### config.mk
export PLATFORM = sky130hd
export DESIGN_NAME = word_substring_filter_top
export DESIGN_NICKNAME = d
export VERILOG_FILES = /design/src/hw/rtl/wsf_pkg.sv /design/src/hw/rtl/wsf_cell.sv /design/src/hw/rtl/wsf_window.sv /design/src/hw/rtl/word_substring_filter_top.sv
export SDC_FILE = /design/constraint.sdc
export NUM_CORES = 1
export LEC_CHECK = 0
export BUFFER_PORTS_ARGS = -buffer_cell sky130_fd_sc_hd__buf_2
export CORE_MARGIN = 8
export CORE_UTILIZATION = 57
export DETAILED_ROUTE_END_ITERATION = 12
export GPL_ROUTABILITY_DRIVEN = 0
export GPL_TIMING_DRIVEN = 0
export PLACE_DENSITY = 0.73
export SYNTH_ARGS = -nofsm -noshare
export SYNTH_HDL_FRONTEND = slang
export SYNTH_SLANG_ARGS = --single-unit
### constraint.sdc
create_clock -name clk -period 21.7 [get_ports clk]
set_clock_uncertainty 0.05 [all_clocks]
set_input_delay 4.34 -clock clk [delete_from_list [all_inputs] [get_ports clk]]
set_output_delay 4.34 -clock clk [all_outputs]
set_load 0.1 [all_outputs]
### src/hw/rtl/wsf_pkg.sv
// Shared types and constants for the word substring filter.
package wsf_pkg;

  localparam int CharW         = 8;
  localparam int WindowDepth   = 15;
  localparam int KeyLenW       = 4;
  localparam int WordLenW      = 4;
  localparam int WordIndexW    = 5;
  localparam int DataW         = 64;
  localparam int KeyHighW      = 56;
  localparam int RegIndexW     = 2;

  localparam int DefMaxWordLength = 16;
  localparam int DefMaxWords      = 32;

  localparam logic [CharW-1:0] SpaceCode = 8'd32;
  localparam logic [CharW-1:0] EndCode   = 8'd0;

  // Configuration register indexes
  localparam logic [RegIndexW-1:0] RegKeyLow  = 2'd0;
  localparam logic [RegIndexW-1:0] RegKeyHigh = 2'd1;
  localparam logic [RegIndexW-1:0] RegKeyLen  = 2'd2;

  typedef enum logic [1:0] {
    ST_WORD = 2'd0,
    ST_END  = 2'd1,
    ST_LONG = 2'd2,
    ST_MANY = 2'd3
  } status_t;

  // Per-cycle command to the cell chain
  typedef struct packed {
    logic             shift;
    logic [CharW-1:0] char_in;
  } win_ctrl_t;

endpackage

### src/hw/rtl/wsf_cell.sv
// One window cell: holds a character and compares the incoming one with its key character.
module wsf_cell
  import wsf_pkg::*;
(
  input  logic             clk,
  input  logic             shift,
  input  logic [CharW-1:0] char_in,
  input  logic [CharW-1:0] key_char,
  input  logic             active,
  output logic [CharW-1:0] char_out,
  output logic             hit_ok
);

  logic [CharW-1:0] char_q;

  always_ff @(posedge clk) begin
    if (shift) begin
      char_q <= char_in;
    end
  end

  // Compare the value this cell takes on in this transaction
  assign hit_ok   = !active || (char_in == key_char);
  assign char_out = char_q;

endmodule

### src/hw/rtl/wsf_window.sv
// Chain of window cells with key alignment and the hit reduction.
module wsf_window
  import wsf_pkg::*;
(
  input  logic                  clk,
  input  win_ctrl_t             ctrl,
  input  logic [DataW-1:0]      key_low,
  input  logic [KeyHighW-1:0]   key_high,
  input  logic [KeyLenW-1:0]    key_len,
  output logic                  hit
);

  localparam int KeySlots = 1 << KeyLenW;

  logic [CharW-1:0] key_arr  [KeySlots];
  logic [CharW-1:0] link     [WindowDepth+1];
  logic [WindowDepth-1:0] ok;

  always_comb begin
    for (int i = 0; i < KeySlots; i++) begin
      if (i < 8) begin
        key_arr[i] = key_low[i*CharW +: CharW];
      end else if (i < WindowDepth) begin
        key_arr[i] = key_high[(i-8)*CharW +: CharW];
      end else begin
        key_arr[i] = '0;
      end
    end
  end

  assign link[0] = ctrl.char_in;

  for (genvar j = 0; j < WindowDepth; j++) begin : g_cell
    logic [KeyLenW-1:0] kidx;
    logic               act;

    // Cell j (newest first) lines up with key character key_len-1-j
    assign act  = KeyLenW'(j) < key_len;
    assign kidx = key_len - KeyLenW'(1) - KeyLenW'(j);

    wsf_cell u_cell (
      .clk      (clk),
      .shift    (ctrl.shift),
      .char_in  (link[j]),
      .key_char (key_arr[kidx]),
      .active   (act),
      .char_out (link[j+1]),
      .hit_ok   (ok[j])
    );
  end

  assign hit = &ok;

endmodule

### src/hw/rtl/word_substring_filter_top.sv
// Top level of the word substring filter: word control, key registers and result register.
//
// Usage: one character per input transaction on char_code (in_valid/in_stall).
// Space (32) separates words, code 0 ends the string. Each nonempty word gives
// one result on the output channel (out_valid/out_stall) with its index, length
// and whether it contains the configured key. A word reaching MAX_WORD_CHARS
// characters or a word beyond MAX_WORDS gives an error result and output stays
// quiet until the terminator, whose result always carries last = 1.
// A result is registered and appears in the cycle after the character that causes it.
// One character per cycle while no held result is stalled; the key compare runs across
// the 15-cell window chain in the same cycle the character shifts in.
// The receiver may stall: the result register holds its transaction and
// in_stall rises only while a held result is stalled, so a new character is
// taken in the same cycle that a result is drained.
// Reset (rst, synchronous) clears the key registers, word state and the valid
// flag of the result register. Write the key registers through wr_en/wr_index/wr_data
// only while the block is idle.
module word_substring_filter_top
  import wsf_pkg::*;
#(
  parameter int MAX_WORD_CHARS = DefMaxWordLength,
  parameter int MAX_WORDS      = DefMaxWords
) (
  input  logic                  clk,
  input  logic                  rst,
  input  logic                  wr_en,
  input  logic [RegIndexW-1:0]  wr_index,
  input  logic [DataW-1:0]      wr_data,
  input  logic                  in_valid,
  output logic                  in_stall,
  input  logic [CharW-1:0]      char_code,
  output logic                  out_valid,
  input  logic                  out_stall,
  output logic [WordIndexW-1:0] word_index,
  output logic [WordLenW-1:0]   word_length,
  output logic                  matched,
  output logic [1:0]            status,
  output logic                  last
);

  localparam int CountW = $clog2(MAX_WORDS + 1);

  logic [DataW-1:0]    key_low;
  logic [KeyHighW-1:0] key_high;
  logic [KeyLenW-1:0]  key_len;

  logic [WordLenW-1:0] cur_len, cur_len_next;
  logic [CountW-1:0]   word_count, word_count_next;
  logic                match_seen, match_seen_next;
  logic                error_hold, error_hold_next;

  logic                  res_valid;
  logic [WordIndexW-1:0] res_index;
  logic [WordLenW-1:0]   res_len;
  logic                  res_match;
  status_t               res_status;
  logic                  res_last;

  logic                  out_valid_q;
  logic [WordIndexW-1:0] word_index_q;
  logic [WordLenW-1:0]   word_length_q;
  logic                  matched_q;
  status_t               status_q;
  logic                  last_q;

  win_ctrl_t win_ctrl;
  logic      hit;
  logic      accept;
  logic      too_long;
  logic      count_full;
  logic [WordLenW:0] len_inc;

  assign in_stall   = out_valid_q && out_stall;
  assign accept     = in_valid && !in_stall;
  assign too_long   = {1'b0, cur_len} >= (WordLenW+1)'(MAX_WORD_CHARS - 1);
  assign count_full = word_count >= CountW'(MAX_WORDS);
  assign len_inc    = {1'b0, cur_len} + (WordLenW+1)'(1);

  // Key registers
  always_ff @(posedge clk) begin
    if (rst) begin
      key_low  <= '0;
      key_high <= '0;
      key_len  <= '0;
    end else if (wr_en) begin
      unique case (wr_index)
        RegKeyLow:  key_low  <= wr_data;
        RegKeyHigh: key_high <= wr_data[KeyHighW-1:0];
        RegKeyLen:  key_len  <= wr_data[KeyLenW-1:0];
        default: ;
      endcase
    end
  end

  // Word control
  always_comb begin
    cur_len_next     = cur_len;
    word_count_next  = word_count;
    match_seen_next  = match_seen;
    error_hold_next  = error_hold;
    win_ctrl.shift   = 1'b0;
    win_ctrl.char_in = char_code;
    res_valid        = 1'b0;
    res_index        = '0;
    res_len          = '0;
    res_match        = 1'b0;
    res_status       = ST_WORD;
    res_last         = 1'b0;

    if (accept) begin
      if (char_code == EndCode) begin
        res_valid = 1'b1;
        res_last  = 1'b1;
        if (error_hold || cur_len == '0) begin
          res_status = ST_END;
        end else if (count_full) begin
          res_status = ST_MANY;
        end else begin
          res_index = WordIndexW'(word_count);
          res_len   = cur_len;
          res_match = match_seen;
        end
        cur_len_next    = '0;
        word_count_next = '0;
        match_seen_next = 1'b0;
        error_hold_next = 1'b0;
      end else if (!error_hold) begin
        if (char_code == SpaceCode) begin
          if (cur_len != '0) begin
            res_valid = 1'b1;
            if (count_full) begin
              res_status      = ST_MANY;
              error_hold_next = 1'b1;
            end else begin
              res_index       = WordIndexW'(word_count);
              res_len         = cur_len;
              res_match       = match_seen;
              word_count_next = word_count + CountW'(1);
            end
            cur_len_next    = '0;
            match_seen_next = 1'b0;
          end
        end else if (too_long) begin
          res_valid       = 1'b1;
          res_status      = ST_LONG;
          error_hold_next = 1'b1;
        end else begin
          win_ctrl.shift = 1'b1;
          cur_len_next   = len_inc[WordLenW-1:0];
          // A hit needs at least key_len characters of this word
          if (hit && len_inc >= {1'b0, key_len}) begin
            match_seen_next = 1'b1;
          end
        end
      end
    end
  end

  always_ff @(posedge clk) begin
    if (rst) begin
      cur_len    <= '0;
      word_count <= '0;
      match_seen <= 1'b0;
      error_hold <= 1'b0;
    end else begin
      cur_len    <= cur_len_next;
      word_count <= word_count_next;
      match_seen <= match_seen_next;
      error_hold <= error_hold_next;
    end
  end

  wsf_window u_window (
    .clk      (clk),
    .ctrl     (win_ctrl),
    .key_low  (key_low),
    .key_high (key_high),
    .key_len  (key_len),
    .hit      (hit)
  );

  // Result register: load on a new result, drop when taken
  always_ff @(posedge clk) begin
    if (rst) begin
      out_valid_q <= 1'b0;
    end else if (res_valid) begin
      out_valid_q <= 1'b1;
    end else if (!out_stall) begin
      out_valid_q <= 1'b0;
    end
  end

  always_ff @(posedge clk) begin
    if (res_valid) begin
      word_index_q  <= res_index;
      word_length_q <= res_len;
      matched_q     <= res_match;
      status_q      <= res_status;
      last_q        <= res_last;
    end
  end

  assign out_valid   = out_valid_q;
  assign word_index  = word_index_q;
  assign word_length = word_length_q;
  assign matched     = matched_q;
  assign status      = status_q;
  assign last        = last_q;

  a_len_bound: assert property (@(posedge clk) disable iff (rst)
    {1'b0, cur_len} < (WordLenW+1)'(MAX_WORD_CHARS))
    else $error("word length exceeded its limit");

  a_count_bound: assert property (@(posedge clk) disable iff (rst)
    word_count <= CountW'(MAX_WORDS))
    else $error("word count exceeded its limit");

  a_term_result: assert property (@(posedge clk) disable iff (rst)
    accept && char_code == EndCode |=> out_valid && last)
    else $error("terminator did not produce a last result");

  a_err_fields: assert property (@(posedge clk) disable iff (rst)
    out_valid && status != ST_WORD |-> word_length == '0 && !matched && word_index == '0)
    else $error("error result carries word fields");

  a_term_clears: assert property (@(posedge clk) disable iff (rst)
    accept && char_code == EndCode |=> cur_len == '0 && word_count == '0 && !error_hold)
    else $error("terminator did not clear word state");

endmodule

# Yosys cells after proc, flatten, opt, wreduce, memory -nomap -nowiden
# Cells that the tools add are included.
totals:
  register_bits: 262
  latch_bits: 0
  ram_bits: 0
  rom_bits: 0
  inputBits: 79
  output_inout_bits: 15
  wordCells: 269
  n_memories: 0
classes:
  add_sub_neg: 17
  multipliers: 0
  div: 0
  magnitude_cmp: 33
  n_eq_ne: 23
  n_shift: 0
  muxes: 105
  bitwise_logic: 15
  n_reduce_logical: 49
ops:
  columns: ["op", "n"]
  rows:
  - ["binary-select mux 8 bit (select 4 bit)", 15]
  - ["two-way mux 8 bit", 30]
  - ["== test 8 bit", 15]
  - [">= comparator 5 bit, second input constant", 15]
  - ["NOT 4 -> 5 bit", 15]
  - ["two-way mux 4 bit", 11]
  - ["two-way mux 1 bit", 31]
  - ["two-way mux 5 bit", 6]
  - ["two-way mux 6 bit", 5]
  - ["< comparator 4 bit, first input constant", 7]
  - ["subtractor 4 bit, second input constant", 7]
  - ["zero test 1 bit", 16]
  - ["logical OR 1 bit", 16]
  - ["< comparator 3 x 4 -> 1 bit, first input constant", 4]
  - ["subtractor 4 x 3 -> 4 bit, second input constant", 4]
  - ["AND reduction 15 bit", 1]
  - ["two-way mux 2 bit", 7]
  - ["AND reduction 5 bit", 2]
  - ["== test 8 x 6 -> 1 bit, second input constant", 1]
  - ["zero test 8 bit", 1]
  - ["< comparator 1 x 4 -> 1 bit, first input constant", 2]
  - ["< comparator 2 x 4 -> 1 bit, first input constant", 2]
  - ["subtractor 4 x 1 -> 4 bit, second input constant", 2]
  - ["subtractor 4 x 2 -> 4 bit, second input constant", 2]
  - ["18 further kinds", 25]

# Longest topological paths before layout
logic_depth:
  ltp_word: 15
  mapped_depth: 21
  depth_no_buf: 13

# Modules after synthesis
# A second synthesis with hierarchy kept.
hier_totals:
  hier_cells: 1563
  hier_area_um2: 16867.4
by_module_without_submodules:
  columns: ["module", "n_inst", "cells_each", "area_per_inst_um2", "seq_area_each_um2"]
  rows:
  - ["wsf_window", 1, 592, 6244.7, 0.0]
  - ["word_substring_filter_top", 1, 686, 5705.5, 3133.0]
  - ["wsf_cell", 15, 19, 327.8, 240.2]

# Worst setup path after synthesis
# No wires, ideal clock.
synth_timing:
  path_type: "input to register"
  start: "input char_code[0]"
  end: "register match_seen"
  t_arrival_ns: 17.646
  setup_slack_ns: 3.909
  cell_stages: 7
  path_buffers: 1
  cell_sequence: "nor3_1 > and2_1 > clkbuf_1 > nor4b_1 > or3b_2 > a2111o_1 > o41ai_2"
synth_between:
  elab_chain_cells: 6
  word_cells_on_any_way: 14
  classes_between: "5 x eq/ne; 3 x mux; 6 x reduce/logical"
synth_rtl:
  columns: ["element", "line", "source"]
  rows:
  - ["from (decl)", "word_substring_filter_top.sv:31", "input logic [CharW-1:0] char_code,"]
  - ["== test 8 bit", "wsf_cell.sv:23", "assign hit_ok = !active || (char_in == key_char);"]
  - ["logical OR 1 bit", "wsf_cell.sv:23", null]
  - ["AND reduction 15 bit", "wsf_window.sv:52", "assign hit = &ok;"]
  - ["logical AND 1 bit", "word_substring_filter_top.sv:151", "if (hit && len_inc >= {1'b0, key_len}) begin"]
  - ["nonzero test 3 bit (no line)", null, null]
  - ["AND reduction 5 bit (no line)", null, null]
  - ["to (signal assigned)", "word_substring_filter_top.sv:168", "match_seen <= match_seen_next;"]
  - ["to (decl)", "word_substring_filter_top.sv:49", "logic match_seen, match_seen_next;"]
# Parallel ways exist; a longest one is shown, timed or not. The select of a mux whose other input is x is not followed.
# A chain may end at the register's enable or synchronous reset.

# Final worst setup path
layout_timing:
  start: "input out_stall"
  end: "output in_stall"
layout_between:
  elab_chain_cells: 1
layout_rtl:
  columns: ["element", "line", "source"]
  rows:
  - ["from (decl)", "word_substring_filter_top.sv:33", "input logic out_stall,"]
  - ["logical AND 1 bit", "word_substring_filter_top.sv:73", "assign in_stall = out_valid_q && out_stall;"]
  - ["to (decl)", "word_substring_filter_top.sv:30", "output logic in_stall,"]
# Every way passes these cells.

==> impl_metrics.tcl <==
set metrics [dict create \
    status "completed" \
    worst-path-max-fanout 2 \
    yosysTopAreaCell "edfxtp_1" \
    grt_max_degree 15 \
    route.vias.total 13900 \
    avgSynthCellArea_sq_um 10.1 \
    wl_met1_mm 21.9 \
    grt_pass1_wl_mm 82.8 \
    clock.fmax_mhz 107 \
    internal_power_mw 0.936 \
    grt_overflow 0 \
    pin_count 94 \
    dp_hpwl_mm 46.0 \
    die_w_um 186 \
    total_power_mw 1.31 \
    viasPerCell 6.36 \
    syn_inst 1636 \
    powerDensity_mw_per_mm2 70.7 \
    yosysWarnings 0 \
    relSlewSlack_pct 26.0 \
    holdWs_ns 0.421 \
    cts_made_buffers 28 \
    power_frac_seq_pct 43.0 \
    cts_tree "done" \
    synthTopCellsByArea "edfxtp_1 23%, mux2i_1 17%, dfxtp_1 17%" \
    clockBufferDepth 3 \
    ir_drop_v 0.0000519 \
    clockRootBuffer "clkbuf_16" \
    worstPathRequired_ns 17.31 \
    tightest_slew_ns 1.11 \
    top_layer "met4" \
    yosysMostFrequentCell "nand2_1" \
    wl_met3_mm 7.01 \
    synth.cell_area_sq_mm 0.0164 \
    finalSetupViolations 0 \
    yosys-top-cells-count "305 x nand2_1, 284 x mux2i_1, 154 x a21oi_1" \
    synth_top_area_share_pct 22.8 \
    post_cts_resized 0 \
    synth_nets 1726 \
    post-route-util_pct 64.8 \
    switchingPower_mw 0.373 \
    combPwrFrac_pct 18.6 \
    std_cell_rows 62 \
    ys_seq_elements 262 \
    r2r-end "match_seen" \
    finalHoldViolCount 0 \
    grt_setup_unrepaired "false" \
    core_area_sq_mm 0.0285 \
    drtAntennaViolNets 0 \
    min-delay-path-class "reg2reg" \
    n_antenna_cell 0 \
    port_buffers 92 \
    wl_mm 57.1 \
    async_flop_share_pct 0 \
    cts.reportedPaths.clkPinSlew_ns 0.06 \
    crit_type "in2out" \
    initial_core_util_pct 57.6 \
    post-route-period-util_pct 43.1 \
    ys_types 63 \
    period_needed_ns 9.36 \
    cts_hold_buffers 0 \
    synthToLayoutAreaGrowth_pct 12.5 \
    clkSinkCount 262 \
    firstDrtPassIters 8 \
    regToRegSetupSlack_ns 15.79 \
    maxCapViolCount 0 \
    cp-endpoint "in_stall" \
    die-area_sq_mm 0.0346 \
    grt_pass1_vias 13300 \
    clock_latency_ns 0.57 \
    placedCellCount 2127 \
    ys.flop_type "dfxtp_1" \
    synth_edf_count 125 \
    met2WireLength_mm 24.0 \
    place_area_sq_mm 0.0175 \
    leakagePower_nw 7.06 \
    drive_above_1_share_pct 17.9 \
    finish.instance_area_sq_mm 0.0185 \
    cts_max_level 1 \
    stdcell_count 2179 \
    die_h_um 186 \
    crit_start "out_stall" \
    r2r_cells 20 \
    start_kind "input port" \
    yosysSeqAreaShare_pct 39.5 \
    worstHoldStart "u_window.g_cell[11].u_cell.char_out[3]" \
    drc 0 \
    endpoint_kind "output port" \
    maxSlewViolCount 0 \
    antenna_found_initial 0 \
    cp_data_arrival_time_ns 4.97 \
    switching_share_pct 28.5 \
    grt_use_total_pct 32.5 \
    layout.nets 1863 \
    post_cts_buffers 0 \
    detail_route.wl_per_cell_um 26.2 \
    clockPowerShare_pct 38.4 \
    drt_iter0_drc 1876 \
    r2r_start "key_len[0]" \
]
## area by class of cell
class	count	area [sq um]
sequential	262	6500
clock buffer	42	901
fill	2406	10000
clock inverter	10	81.3
multi-input combinational	1251	9350
inverter	14	52.6
tap	384	480
buffer	109	558
timing repair buffer	107	581
## worst max-delay path, stage by stage
cell	delay, ns
buf_2	0.07
nand2_1	0.06
inv_1	0.07
buf_2	0.42
## worst min path at each step
stage / depth (start not counted) / end
2_1_floorplan: 2 / key_high[23]
3_3_place_gp: 0 / u_window.g_cell[6].u_cell.char_out[7]
3_5_place_dp: 0 / u_window.g_cell[10].u_cell.char_out[7]
4_1_cts: 2 / key_high[37]
5_1_grt: 0 / u_window.g_cell[10].u_cell.char_out[7]
6_report: 0 / u_window.g_cell[12].u_cell.char_out[3]
## cells by family (layout without fill, tap and decap cells)
kind of cell / count (synthesis) / count (layout) / synth area share (%)
AOI/OAI and AO/OA: 241 / 241 / 8.38
xor gates and xnor gates: 151 / 151 / 8.56
adders and majority gates: 11 / 11 / 0.837
buffers and inverters: 123 / 282 / 3.71
DFF: 262 / 262 / 39.5
muxes: 372 / 372 / 26.2
and+or+nand+nor: 476 / 476 / 12.8
## layer usage
| metal | GRT usage [%] | up-vias |
|---|---|---|
| li1 | - | 6145 |
| met2 | 48.5 | 1011 |
| met5 | 0 | - |
| met1 | 42.0 | 6472 |
| met4 | 19.5 | 0 |
| met3 | 8.59 | 225 |
## flip-flops by register name, summed over array words and instances (netlist names), 2 cells and up
register	flops
key_low	64
key_len	4
word_length	4
word_count	6
u_window.g_cell.u_cell.char_out	112
cur_len	4
status	2
word_index	5
key_high	56
## power by group through the flow
stage          clock network, mW  registers [mW]  logic, mW
2_1_floorplan                  0           0.567      0.166
3_3_place_gp                   0           0.577      0.228
3_5_place_dp                   0           0.572      0.234
4_1_cts                    0.503           0.562      0.235
5_1_grt                    0.520           0.564      0.253
6_report                   0.502           0.563      0.243
## metrics by stage
stage                     TNS [ns]  setup slack [ns]
after global routing             0             12.30
final                            0             12.34
after floorplan                  0              3.91
after global placement      -72.88             -1.29
after detailed placement         0             12.35
after CTS                        0             12.35
## layout by cell type, fill, tap and decap left out, types with 8 or more instances in the layout
cell type,count
nand3_1,22
mux2i_1,284
buf_2,127
xnor2_1,95
ha_1,11
nand4_1,18
nor2_1,45
nor4_1,12
nand2b_1,12
nand2_1,305
mux2_2,42
nor2b_1,8
mux4_2,43
dfxtp_1,137
clkbuf_1,47
xnor2_2,9
buf_6,9
a31oi_1,9
a211oi_1,12
buf_1,8
and2_1,14
edfxtp_1,125
inv_1,11
xor2_1,46
buf_4,27
clkbuf_16,31
o21ai_0,24
a21oi_1,154
nor3_1,15
clkbuf_8,8
(Power assumes the default switching activity.)
